$ cat src/hw/rtl/tlsrcb_pkg.sv
// ----------------------------------------------------------------------------
// tlsrcb_pkg
// constants, types and codes of the tls record covert bit decoder
// ----------------------------------------------------------------------------
package tlsrcb_pkg;

	// record content types
	localparam logic [7:0] REC_ALERT = 8'd21;
	localparam logic [7:0] REC_DATA  = 8'd23;

	// length channel symbols
	localparam logic [15:0] LEN_ZERO = 16'd64;
	localparam logic [15:0] LEN_ONE  = 16'd80;

	// bit counts and type channel run handling
	localparam logic [2:0] STUFF_RUN = 3'd4;
	localparam logic [2:0] RUN_MAX   = 3'd5;
	localparam logic [3:0] BYTE_BITS = 4'd8;
	localparam logic [2:0] LEN_LAST  = 3'd7;

	// keystream generator
	localparam logic [31:0] LCG_MUL = 32'd1103515245;
	localparam logic [31:0] LCG_ADD = 32'd12345;
	localparam logic [1:0]  LCG_LAST_STEP = 2'd2;

	// configuration register indexes
	localparam logic CFG_LEN_SEED = 1'b0;
	localparam logic CFG_TYP_SEED = 1'b1;

	typedef enum logic [1:0] {
		ST_IDLE,
		ST_STEP,
		ST_FOLD,
		ST_DONE
	} state_t;

	typedef enum logic {
		CH_LEN,
		CH_TYP
	} chan_t;

	// per-record result of the bit channels
	typedef struct packed {
		logic       need_len;
		logic [7:0] len_raw;
		logic       need_typ;
		logic [7:0] typ_raw;
	} bits_res_t;

endpackage

$ cat src/hw/rtl/tls_record_covert_bit_decoder.sv
// ----------------------------------------------------------------------------
// tls_record_covert_bit_decoder
// recovers the record length and content type covert byte streams
// ----------------------------------------------------------------------------
// Each input beat is one TLS record (content type, payload length) or a
// restart; each gives exactly one output beat with the two channel bytes and
// their flags. No new record is taken until the current one is through; the
// single shared multiply-add unit runs the keystream for each channel that
// completes a byte, the two channels taking turns on that unit. Every
// keystream byte needs three dependent generator steps, then a fold of the
// result back into its generator. A finished result sits in the output
// register, so the next record can be accepted while the downstream side
// still stalls. Seed writes take effect at the next restart beat.
// ----------------------------------------------------------------------------
module tls_record_covert_bit_decoder (
	input  logic        clk,
	input  logic        arst_n,
	// input records
	input  logic        s_tvalid,
	output logic        s_tready,
	input  logic [23:0] s_tdata,   // [7:0] record_type, [23:8] record_length
	input  logic        s_tuser,   // [0] restart
	// decoded bytes
	output logic        m_tvalid,
	input  logic        m_tready,
	output logic [15:0] m_tdata,   // [7:0] length_byte, [15:8] type_byte
	output logic [1:0]  m_tuser,   // [0] length_byte_valid, [1] type_byte_valid
	// configuration
	input  logic        cfg_we,
	input  logic        cfg_index,
	input  logic [31:0] cfg_data
);

	tlsrcb_pkg::state_t    state_q, state_d;
	tlsrcb_pkg::chan_t     chan_q;
	tlsrcb_pkg::bits_res_t bits_res;

	// seeds and generator states
	logic [31:0] len_seed_q;
	logic [31:0] typ_seed_q;
	logic [31:0] len_gen_q;
	logic [31:0] typ_gen_q;

	// result under construction
	logic       len_valid_q;
	logic       typ_valid_q;
	logic [7:0] len_byte_q;
	logic [7:0] typ_byte_q;
	logic [1:0] step_q;

	// output register
	logic        m_tvalid_q;
	logic [15:0] m_tdata_q;
	logic [1:0]  m_tuser_q;

	logic        in_beat;
	logic        need_any;
	logic        lcg_load;
	logic        lcg_sel_typ;
	logic        lcg_step;
	logic        out_load;
	logic [31:0] lcg_load_val;
	logic [31:0] lcg_acc;
	logic [7:0]  key_byte;

	assign in_beat  = s_tvalid && s_tready;
	assign need_any = bits_res.need_len || bits_res.need_typ;
	assign key_byte = lcg_acc[23:16];

	tlsrcb_bits u_bits (
		.clk           (clk),
		.arst_n        (arst_n),
		.upd           (in_beat),
		.restart       (s_tuser),
		.record_type   (s_tdata[7:0]),
		.record_length (s_tdata[23:8]),
		.res           (bits_res)
	);

	assign lcg_load_val = lcg_sel_typ ? typ_gen_q : len_gen_q;

	tlsrcb_lcg u_lcg (
		.clk      (clk),
		.load     (lcg_load),
		.load_val (lcg_load_val),
		.step     (lcg_step),
		.acc      (lcg_acc)
	);

	// sequencer next state
	always_comb begin
		state_d = state_q;
		unique case (state_q)
			tlsrcb_pkg::ST_IDLE: begin
				if (s_tvalid) begin
					if (!s_tuser && need_any) begin
						state_d = tlsrcb_pkg::ST_STEP;
					end else begin
						state_d = tlsrcb_pkg::ST_DONE;
					end
				end
			end
			tlsrcb_pkg::ST_STEP: begin
				if (step_q == tlsrcb_pkg::LCG_LAST_STEP) begin
					state_d = tlsrcb_pkg::ST_FOLD;
				end
			end
			tlsrcb_pkg::ST_FOLD: begin
				if ((chan_q == tlsrcb_pkg::CH_LEN) && typ_valid_q) begin
					state_d = tlsrcb_pkg::ST_STEP;
				end else begin
					state_d = tlsrcb_pkg::ST_DONE;
				end
			end
			tlsrcb_pkg::ST_DONE: begin
				if (!m_tvalid_q || m_tready) begin
					state_d = tlsrcb_pkg::ST_IDLE;
				end
			end
			default: state_d = tlsrcb_pkg::ST_IDLE;
		endcase
	end

	// sequencer outputs
	always_comb begin
		s_tready    = 1'b0;
		lcg_load    = 1'b0;
		lcg_sel_typ = 1'b1;
		lcg_step    = 1'b0;
		out_load    = 1'b0;
		unique case (state_q)
			tlsrcb_pkg::ST_IDLE: begin
				s_tready    = 1'b1;
				lcg_load    = s_tvalid && !s_tuser && need_any;
				lcg_sel_typ = !bits_res.need_len;
			end
			tlsrcb_pkg::ST_STEP: begin
				lcg_step = 1'b1;
			end
			tlsrcb_pkg::ST_FOLD: begin
				// second channel reuses the unit right after the first one
				lcg_load = (chan_q == tlsrcb_pkg::CH_LEN) && typ_valid_q;
			end
			tlsrcb_pkg::ST_DONE: begin
				out_load = !m_tvalid_q || m_tready;
			end
			default: ;
		endcase
	end

	always_ff @(posedge clk or negedge arst_n) begin
		if (!arst_n) begin
			state_q     <= tlsrcb_pkg::ST_IDLE;
			chan_q      <= tlsrcb_pkg::CH_LEN;
			step_q      <= '0;
			len_seed_q  <= '0;
			typ_seed_q  <= '0;
			len_gen_q   <= '0;
			typ_gen_q   <= '0;
			len_valid_q <= 1'b0;
			typ_valid_q <= 1'b0;
			m_tvalid_q  <= 1'b0;
		end else begin
			state_q <= state_d;

			// seed registers
			if (cfg_we) begin
				unique case (cfg_index)
					tlsrcb_pkg::CFG_LEN_SEED: len_seed_q <= cfg_data;
					tlsrcb_pkg::CFG_TYP_SEED: typ_seed_q <= cfg_data;
					default: ;
				endcase
			end

			if (in_beat) begin
				if (s_tuser) begin
					len_gen_q   <= len_seed_q;
					typ_gen_q   <= typ_seed_q;
					len_valid_q <= 1'b0;
					typ_valid_q <= 1'b0;
				end else begin
					len_valid_q <= bits_res.need_len;
					typ_valid_q <= bits_res.need_typ;
					chan_q      <= bits_res.need_len ? tlsrcb_pkg::CH_LEN : tlsrcb_pkg::CH_TYP;
				end
			end

			// generator step count
			if (lcg_load) begin
				step_q <= '0;
			end else if (lcg_step) begin
				step_q <= step_q + 2'd1;
			end

			// fold the finished keystream back into its generator
			if (state_q == tlsrcb_pkg::ST_FOLD) begin
				if (chan_q == tlsrcb_pkg::CH_LEN) begin
					len_gen_q <= lcg_acc;
					chan_q    <= tlsrcb_pkg::CH_TYP;
				end else begin
					typ_gen_q <= lcg_acc;
				end
			end

			if (out_load) begin
				m_tvalid_q <= 1'b1;
			end else if (m_tready) begin
				m_tvalid_q <= 1'b0;
			end
		end
	end

	// result bytes, cleared unless the channel completed
	always_ff @(posedge clk) begin
		if (in_beat) begin
			if (s_tuser) begin
				len_byte_q <= '0;
				typ_byte_q <= '0;
			end else begin
				len_byte_q <= bits_res.need_len ? bits_res.len_raw : 8'd0;
				typ_byte_q <= bits_res.need_typ ? bits_res.typ_raw : 8'd0;
			end
		end else if (state_q == tlsrcb_pkg::ST_FOLD) begin
			if (chan_q == tlsrcb_pkg::CH_LEN) begin
				len_byte_q <= len_byte_q ^ key_byte;
			end else begin
				typ_byte_q <= typ_byte_q ^ key_byte;
			end
		end
		if (out_load) begin
			m_tdata_q <= {typ_byte_q, len_byte_q};
			m_tuser_q <= {typ_valid_q, len_valid_q};
		end
	end

	assign m_tvalid = m_tvalid_q;
	assign m_tdata  = m_tdata_q;
	assign m_tuser  = m_tuser_q;

endmodule

$ cat src/hw/rtl/tlsrcb_lcg.sv
// ----------------------------------------------------------------------------
// tlsrcb_lcg
// shared multiply-add unit that steps one keystream generator state
// ----------------------------------------------------------------------------
module tlsrcb_lcg (
	input  logic        clk,
	input  logic        load,
	input  logic [31:0] load_val,
	input  logic        step,
	output logic [31:0] acc
);

	logic [31:0] acc_q;
	logic [31:0] prod;

	assign prod = acc_q * tlsrcb_pkg::LCG_MUL;

	always_ff @(posedge clk) begin
		if (load) begin
			acc_q <= load_val;
		end else if (step) begin
			acc_q <= prod + tlsrcb_pkg::LCG_ADD;
		end
	end

	assign acc = acc_q;

endmodule

$ cat src/hw/rtl/tlsrcb_bits.sv
// ----------------------------------------------------------------------------
// tlsrcb_bits
// bit gathering state of the length and content type channels
// ----------------------------------------------------------------------------
module tlsrcb_bits (
	input  logic                  clk,
	input  logic                  arst_n,
	input  logic                  upd,
	input  logic                  restart,
	input  logic [7:0]            record_type,
	input  logic [15:0]           record_length,
	output tlsrcb_pkg::bits_res_t res
);

	logic [2:0] len_cnt_q;
	logic [7:0] len_shift_q;
	logic [3:0] typ_cnt_q;
	logic [7:0] typ_shift_q;
	logic [2:0] run_q;

	logic       is_data;
	logic       is_alert;
	logic       len_hit;
	logic       len_bit;
	logic [7:0] len_next;
	logic       len_done;
	logic       typ_take;
	logic [2:0] typ_pos;
	logic [7:0] typ_next;
	logic       typ_done;

	assign is_data  = (record_type == tlsrcb_pkg::REC_DATA);
	assign is_alert = (record_type == tlsrcb_pkg::REC_ALERT);

	// length channel
	assign len_hit  = is_data && ((record_length == tlsrcb_pkg::LEN_ZERO) ||
	                              (record_length == tlsrcb_pkg::LEN_ONE));
	assign len_bit  = (record_length == tlsrcb_pkg::LEN_ONE);
	assign len_next = len_shift_q | ({7'd0, len_bit} << len_cnt_q);
	assign len_done = len_hit && (len_cnt_q == tlsrcb_pkg::LEN_LAST);

	// type channel: stuffed data records and data before the start bit drop out
	assign typ_take = is_alert ||
	                  (is_data && (run_q != tlsrcb_pkg::STUFF_RUN) && (typ_cnt_q != 4'd0));
	assign typ_pos  = 3'(typ_cnt_q - 4'd1);
	assign typ_next = (typ_cnt_q != 4'd0) ? (typ_shift_q | ({7'd0, is_data} << typ_pos))
	                                      : typ_shift_q;
	assign typ_done = typ_take && (typ_cnt_q == tlsrcb_pkg::BYTE_BITS);

	always_comb begin
		res.need_len = len_done;
		res.len_raw  = len_next;
		res.need_typ = typ_done;
		res.typ_raw  = typ_next;
	end

	always_ff @(posedge clk or negedge arst_n) begin
		if (!arst_n) begin
			len_cnt_q   <= '0;
			len_shift_q <= '0;
			typ_cnt_q   <= '0;
			typ_shift_q <= '0;
			run_q       <= '0;
		end else if (upd) begin
			if (restart) begin
				len_cnt_q   <= '0;
				len_shift_q <= '0;
				typ_cnt_q   <= '0;
				typ_shift_q <= '0;
				run_q       <= '0;
			end else begin
				if (len_hit) begin
					if (len_done) begin
						len_cnt_q   <= '0;
						len_shift_q <= '0;
					end else begin
						len_cnt_q   <= len_cnt_q + 3'd1;
						len_shift_q <= len_next;
					end
				end
				if (is_data) begin
					run_q <= '0;
				end else if (is_alert && (run_q < tlsrcb_pkg::RUN_MAX)) begin
					run_q <= run_q + 3'd1;
				end
				if (typ_take) begin
					if (typ_done) begin
						typ_cnt_q   <= '0;
						typ_shift_q <= '0;
					end else begin
						typ_cnt_q   <= typ_cnt_q + 4'd1;
						typ_shift_q <= typ_next;
					end
				end
			end
		end
	end

endmodule

$ cat config.mk
export PLATFORM = sky130hd
export DESIGN_NAME = tls_record_covert_bit_decoder
export DESIGN_NICKNAME = d
export VERILOG_FILES = /design/src/hw/rtl/tlsrcb_pkg.sv /design/src/hw/rtl/tls_record_covert_bit_decoder.sv /design/src/hw/rtl/tlsrcb_lcg.sv /design/src/hw/rtl/tlsrcb_bits.sv
export SDC_FILE = /design/constraint.sdc
export NUM_CORES = 1
export LEC_CHECK = 0
export BUFFER_PORTS_ARGS = -buffer_cell sky130_fd_sc_hd__buf_2
export CELL_PAD_IN_SITES_DETAIL_PLACEMENT = 0
export CELL_PAD_IN_SITES_GLOBAL_PLACEMENT = 1
export CORE_ASPECT_RATIO = 1.4
export CORE_MARGIN = 10
export CORE_UTILIZATION = 50
export CTS_CLUSTER_SIZE = 12
export DETAILED_ROUTE_END_ITERATION = 7
export PLACE_DENSITY = 0.8
export SLEW_MARGIN = 20
export SYNTH_ARGS = -nofsm -noshare
export SYNTH_HDL_FRONTEND = slang
export SYNTH_SLANG_ARGS = --single-unit
$ cat constraint.sdc
create_clock -name clk -period 8.53 [get_ports clk]
set_clock_uncertainty 0.15 [all_clocks]
set_input_delay 0.853 -clock clk [delete_from_list [all_inputs] [get_ports clk]]
set_output_delay 0.853 -clock clk [all_outputs]
set_load 0.01 [all_outputs]
Word-level counts from Yosys, hierarchy flattened

Index checks and enable logic that the tools add are counted.

Register bits after elaboration: 228
Word-level logic and storage cells: 145

Add/sub/neg operators: 6
Multipliers: 1
$lt $le $gt $ge: 1
Eq/ne operators: 15
Shift-type cells: 2
Multiplexer cells: 59
Bitwise operators: 6
Reductions and logical operators: 35

Operators with widths:

| cell                   | count |
|---|---|
| $mux 32                | 11 |
| $mux 8                 | 17 |
| $add 32x14->32 const B | 1 |
| $eq 16x7->1 const B    | 2 |
| $mul 32x31->32 const B | 1 |
| $mux 3                 | 6 |
| $eq 8x5->1 const B     | 2 |
| $or 8x8->8             | 2 |
| $shl 1x3->8            | 2 |
| $xor 8x8->8            | 2 |
| $mux 2                 | 7 |
| $reduce_and 2->1       | 7 |
| $mux 1                 | 13 |
| $mux 4                 | 3 |
| $reduce_bool 2->1      | 6 |
| $logic_and 1x1->1      | 11 |
| $pmux 2 s4             | 1 |
| $add 3x1->3 const B    | 2 |
| $eq 2x2->1 const B     | 3 |
| $ne 2x2->1 const B     | 3 |
| $add 4x1->4 const B    | 1 |
| $eq 4x4->1 const B     | 1 |
| $logic_or 1x1->1       | 4 |
| $reduce_bool 4->1      | 1 |
| 13 further kinds       | 16 |

Logic depth before layout (Yosys ltp)

Depth after elaboration: 10
Depth in mapped cells: 25
Gate-level depth less buffers: 24

Cells and area by module

A second synthesis with hierarchy kept.

Cells, all modules: 1,898
Area total of the unflattened synthesis: 19,987.9 µm²

By module, submodules not included:

| module                        | times used | cells an instance | area each (µm²) | sequential area each (µm²) |
|---|---|---|---|---|
| tlsrcb_lcg                    | 1          | 1,110             | 10,603.9        | 960.9 |
| tls_record_covert_bit_decoder | 1          | 591               | 7,564.8         | 4,424.2 |
| tlsrcb_bits                   | 1          | 197               | 1,819.2         | 650.6 |

Worst setup path before layout

Ideal clock, no wire load.

Kind: register to register
Start point: register u_lcg.acc_q[7] (netlist: u_lcg.acc[7])
End point: register u_lcg.acc_q[21] (netlist: u_lcg.acc[21]), data pin
Setup time: 0.263 ns
Data arrival time: 5.784 ns
Data required time: 8.117 ns
Setup slack: 2.333 ns
Stages on the path, launching flop included: 24
Path buffers: 1
Clock period less this slack: 6.197 ns
Cells stage by stage: edfxtp_1 > ha_1 > fa_1 > inv_1 > fa_1 > fa_1 > inv_1 > ha_1 > inv_1 > fa_1 > inv_1 > fa_1 > inv_1 > fa_1 > inv_1 > ha_1 > clkbuf_1 > nand2_1 > o22a_1 > o2111ai_1 > a21oi_1 > a21oi_1 > xnor2_1 > o21ai_1

Word-level cells in the longest chain between the ends: 4

RTL lines:

| what                   | line             | source |
|---|---|---|
| start, declared        | tlsrcb_lcg.sv:13 | `logic [31:0] acc_q;` |
| start signal, assigned | tlsrcb_lcg.sv:20 | `acc_q <= load_val;` |
| start signal, assigned | tlsrcb_lcg.sv:22 | `acc_q <= prod + tlsrcb_pkg::LCG_ADD;` |
| $mul 32x31->32         | tlsrcb_lcg.sv:16 | `assign prod = acc_q * tlsrcb_pkg::LCG_MUL;` |
| $add 32x14->32         | tlsrcb_lcg.sv:22 |  |
| $mux 32                | tlsrcb_lcg.sv:21 | `end else if (step) begin` |
| $mux 32                | tlsrcb_lcg.sv:19 | `if (load) begin` |

No other way between the ends. The select of a mux whose other input is x is not followed.
A chain may end at the register's enable or synchronous reset.

Worst setup path in the final report

Start point: register u_lcg.acc_q[5] (netlist: u_lcg.acc[5])
End point: register u_lcg.acc_q[21] (netlist: u_lcg.acc[21]), data pin

The elaborated chain is that of the path after synthesis.

==> impl_metrics.toml <==
[critical_path]
startpoint_type = "flip-flop"
worstPathArrival_ns = 6.93
critPathMaxFanout = 7
timing_worst_setup_path_type = "flip-flop to flip-flop"
crit_path_end_kind = "flip-flop"
critical_path_required_ns = 8.54

[flow_run]
max_cap_violations = 0

[synth]
syn-mean-instance-area_sq_um = 10.5
asyncSetResetFlopFracSynth_pct = 69.1
syn_nets = 1640
number_of_standard_cells_after_synthesis = 1331
synth_flop_cell = "sky130_fd_sc_hd__dfrtp_1"
synth_cell_area_sq_mm = 0.0140
post-synth-top-area-cell = "sky130_fd_sc_hd__dfrtp_1"
synth.ff_latch_count = 188
post-synth-top-area-fraction_pct = 23.2
yosysUniqueCellTypes = 63
synth-edff-count = 58
yosys_warnings = 0
seq_area_frac_synth_pct = 35.6
synth_area_leaders = "sky130_fd_sc_hd__dfrtp_1 (23%), sky130_fd_sc_hd__fa_1 (14%), sky130_fd_sc_hd__ha_1 (13%)"

[timing]
setup_repair_after_global_routing_missed_its_margin = "no"
fin_tns_setup_ns = 0
fmax_ghz = 0.145
fin_worst_hold_slack_ns = 0.304
finalHoldViolations = 0
post-route-min-period_ns = 6.92
finalWorstSetupSlack_ns = 1.61
timing.max_slew.rel_slack_pct = 33.0
worst_slew_pin_slew_ns = 1.00
maxSlewViolCount = 0
final-setup-viol-count = 0
fin_crit_sh_pct = 81.1

[clocking]
clkLatencyLatePin_ns = 0.45
max-clock-path-buffers = 2
numCtsBuffers = 17
cts_sinks = 188
ctsHtreeMaxLevel = 4
clkSlewWorstSetupHoldPaths_ns = 0.08
cts-resized-gates = 0
postCtsSetupBuffers = 0
cts_tree = "yes"
cts_hold_fix_bufs = 0
clk_root_buffer_cell = "sky130_fd_sc_hd__clkbuf_16"

[floorplanning]
die-area_sq_mm = 0.0352
ioPinCount = 83
die_h_microns = 218
rows = 72
die_width_microns = 162
core_area_sq_mm = 0.0277
start_util_pct = 50.7

[routing]
routed_wire_length_per_instance_microns = 18.2
remaining_drc_errors = 0
drt-total-wl_microns = 32300
ant_nets = 0
dr_total_vias = 9348
detailedRoute.firstPassIterationCount = 5
viasPerCell = 5.28
initial_drt_markers = 447

[placed_design]
dp_worst_setup_slack_ns = 1.61
hpwlAfterDp_microns = 25100
portBuffers = 74
place.gp.congestion = 0.920

[global_route]
grt_pass1_vias = 10100
grt_pass1_wl_microns = 52900
grt_remaining_overflow = 0
pin_count_of_the_biggest_net_entering_global_routing = 72
antenna_found_initial = 0
globalRouteTotalUtil_pct = 19.0

[layout]
finalCoreUtilization_pct = 55.4
area_delta_synth_final_pct = 9.37
design.final.nets = 1697
insertedDiodeCount = 0
post_route_cells_drive_above_1_share_pct = 13.3

[hold_path]
holdCritPathClass = "flip-flop to flip-flop"

[run_status]
status = "finished, final reports clean"
[kinds of logic after synthesis]
group                    share of synthesized area (%)
flip-flops                                        35.6
XOR/XNOR                                          3.81
adder cells (fa/ha/maj)                           27.4
multiplexers                                      9.28
buffers and inverters                             8.35
AND/OR/NAND/NOR                                   7.19
AO/OA/AOI/OAI                                     8.36
[cell usage after synthesis (3+ instances only)]
| master | n |
|---|---|
| sky130_fd_sc_hd__nor2b_1 | 4 |
| sky130_fd_sc_hd__mux2_1 | 7 |
| sky130_fd_sc_hd__a21oi_1 | 80 |
| sky130_fd_sc_hd__inv_1 | 258 |
| sky130_fd_sc_hd__mux2i_1 | 67 |
| sky130_fd_sc_hd__fa_1 | 101 |
| sky130_fd_sc_hd__buf_1 | 3 |
| sky130_fd_sc_hd__o2111ai_1 | 3 |
| sky130_fd_sc_hd__nor4_1 | 4 |
| sky130_fd_sc_hd__o21ai_0 | 41 |
| sky130_fd_sc_hd__mux2_2 | 49 |
| sky130_fd_sc_hd__nor3_1 | 6 |
| sky130_fd_sc_hd__buf_6 | 3 |
| sky130_fd_sc_hd__a21o_1 | 7 |
| sky130_fd_sc_hd__and3_1 | 9 |
| sky130_fd_sc_hd__nand2_1 | 74 |
| sky130_fd_sc_hd__edfxtp_1 | 58 |
| sky130_fd_sc_hd__o22ai_1 | 19 |
| sky130_fd_sc_hd__nand3_1 | 9 |
| sky130_fd_sc_hd__o21ai_1 | 22 |
| sky130_fd_sc_hd__dfrtp_1 | 130 |
| sky130_fd_sc_hd__clkbuf_1 | 31 |
| sky130_fd_sc_hd__xnor2_1 | 50 |
| sky130_fd_sc_hd__buf_2 | 8 |
| sky130_fd_sc_hd__nand2b_1 | 8 |
| sky130_fd_sc_hd__o21a_1 | 3 |
| sky130_fd_sc_hd__nor2_1 | 67 |
| sky130_fd_sc_hd__nand4_1 | 4 |
| sky130_fd_sc_hd__a31oi_1 | 7 |
| sky130_fd_sc_hd__ha_1 | 145 |
| sky130_fd_sc_hd__or2_2 | 3 |
| sky130_fd_sc_hd__nor3b_1 | 3 |
| sky130_fd_sc_hd__xor2_1 | 11 |
| sky130_fd_sc_hd__and2_1 | 3 |
[metrics by stage]
stage / std cells / instance area (sq um)
floorplan: 1331 / 14000
global route: 1771 / 15300
global placement: 1739 / 14700
finish: 1771 / 15300
CTS: 1771 / 15300
detailed placement: 1739 / 14700
[critical path, cell delays in order, from the launching register on]
cell                        delay, ns
sky130_fd_sc_hd__edfxtp_1        0.60
sky130_fd_sc_hd__ha_1            0.44
sky130_fd_sc_hd__ha_1            0.36
sky130_fd_sc_hd__ha_1            0.21
sky130_fd_sc_hd__a21oi_1         0.22
sky130_fd_sc_hd__fa_1            0.48
sky130_fd_sc_hd__fa_1            0.55
sky130_fd_sc_hd__inv_1           0.05
sky130_fd_sc_hd__fa_1            0.45
sky130_fd_sc_hd__ha_1            0.32
sky130_fd_sc_hd__fa_1            0.54
sky130_fd_sc_hd__inv_1           0.05
sky130_fd_sc_hd__fa_1            0.63
sky130_fd_sc_hd__inv_1           0.07
sky130_fd_sc_hd__ha_1            0.36
sky130_fd_sc_hd__a21o_1          0.19
sky130_fd_sc_hd__a21oi_1         0.18
sky130_fd_sc_hd__o2111ai_1       0.17
sky130_fd_sc_hd__a21oi_1         0.25
sky130_fd_sc_hd__a21oi_1         0.11
sky130_fd_sc_hd__xnor2_1         0.18
sky130_fd_sc_hd__o21ai_1         0.08
[final timing paths]
kind,startpoint,to,slack (ns),depth (start not counted)
worst max-delay path,u_lcg.acc[5]$_DFFE_PP_,u_lcg.acc[21]$_DFFE_PP_,1.61,21
min in group asynchronous,arst_n,u_bits.run_q[0]$_DFFE_PN0P_,0.32,1
worst max register to register,u_lcg.acc[5]$_DFFE_PP_,u_lcg.acc[21]$_DFFE_PP_,1.61,21
max in group asynchronous,arst_n,typ_gen_q[11]$_DFF_PN0_,6.51,2
worst min-delay path,len_valid_q$_DFFE_PN0P_,m_tuser[0]$_DFFE_PP_,0.30,0
worst min register to register,len_valid_q$_DFFE_PN0P_,m_tuser[0]$_DFFE_PP_,0.30,0
[flip-flops by register name, summed over array words and instances, names as in the netlist, 2 cells and up]
signal	count
m_tuser	2
u_bits.typ_shift_q	8
typ_byte_q	8
u_bits.run_q	3
state_q	2
typ_seed_q	24
m_tdata	16
u_bits.typ_cnt_q	4
typ_gen_q	24
len_byte_q	8
step_q	2
u_bits.len_shift_q	8
u_bits.len_cnt_q	3
len_seed_q	24
u_lcg.acc	24
len_gen_q	24
[metal layers]
metal | GRT usage, % | wire length [microns]
met2 | 35.8 | 17700
met4 | 6.50 | 921
met1 | 21.2 | 12700
met5 | 0 | 0
met3 | 2.90 | 949
[final cells by class]
type | count | area, sq um
multi-input combinational | 840 | 7870
timing repair buffer | 83 | 440
sequential | 188 | 4990
clock inverter | 14 | 148
tap | 370 | 463
inverter | 258 | 968
clock buffer | 18 | 450
fill | 2528 | 12300
[layout by cell type, fill, tap and decap left out, types with 3 or more instances in the layout]
cell                        count
sky130_fd_sc_hd__inv_8          4
sky130_fd_sc_hd__buf_4         10
sky130_fd_sc_hd__buf_2         73
sky130_fd_sc_hd__xnor2_1       50
sky130_fd_sc_hd__nand3_1        9
sky130_fd_sc_hd__mux2_1         7
sky130_fd_sc_hd__mux2i_1       67
sky130_fd_sc_hd__nor4_1         4
sky130_fd_sc_hd__o21ai_1       22
sky130_fd_sc_hd__o21ai_0       41
sky130_fd_sc_hd__o2111ai_1      3
sky130_fd_sc_hd__dfrtp_1      130
sky130_fd_sc_hd__nand2b_1       8
sky130_fd_sc_hd__fa_1         101
sky130_fd_sc_hd__mux2_2        49
sky130_fd_sc_hd__and3_1         8
sky130_fd_sc_hd__a21o_1         7
sky130_fd_sc_hd__xor2_1        11
sky130_fd_sc_hd__a31oi_1        7
sky130_fd_sc_hd__clkbuf_16     18
sky130_fd_sc_hd__o22ai_1       19
sky130_fd_sc_hd__and2_1         3
sky130_fd_sc_hd__or2_2          3
sky130_fd_sc_hd__a21oi_1       80
sky130_fd_sc_hd__nor3_1         6
sky130_fd_sc_hd__nand2_1       73
sky130_fd_sc_hd__nor2_1        67
sky130_fd_sc_hd__ha_1         145
sky130_fd_sc_hd__inv_1        258
sky130_fd_sc_hd__edfxtp_1      58
sky130_fd_sc_hd__nand4_1        4
sky130_fd_sc_hd__o21a_1         3
Power is not shown: default switching activity piles up to over one toggle a cycle in this logic, so the estimate is an artifact.
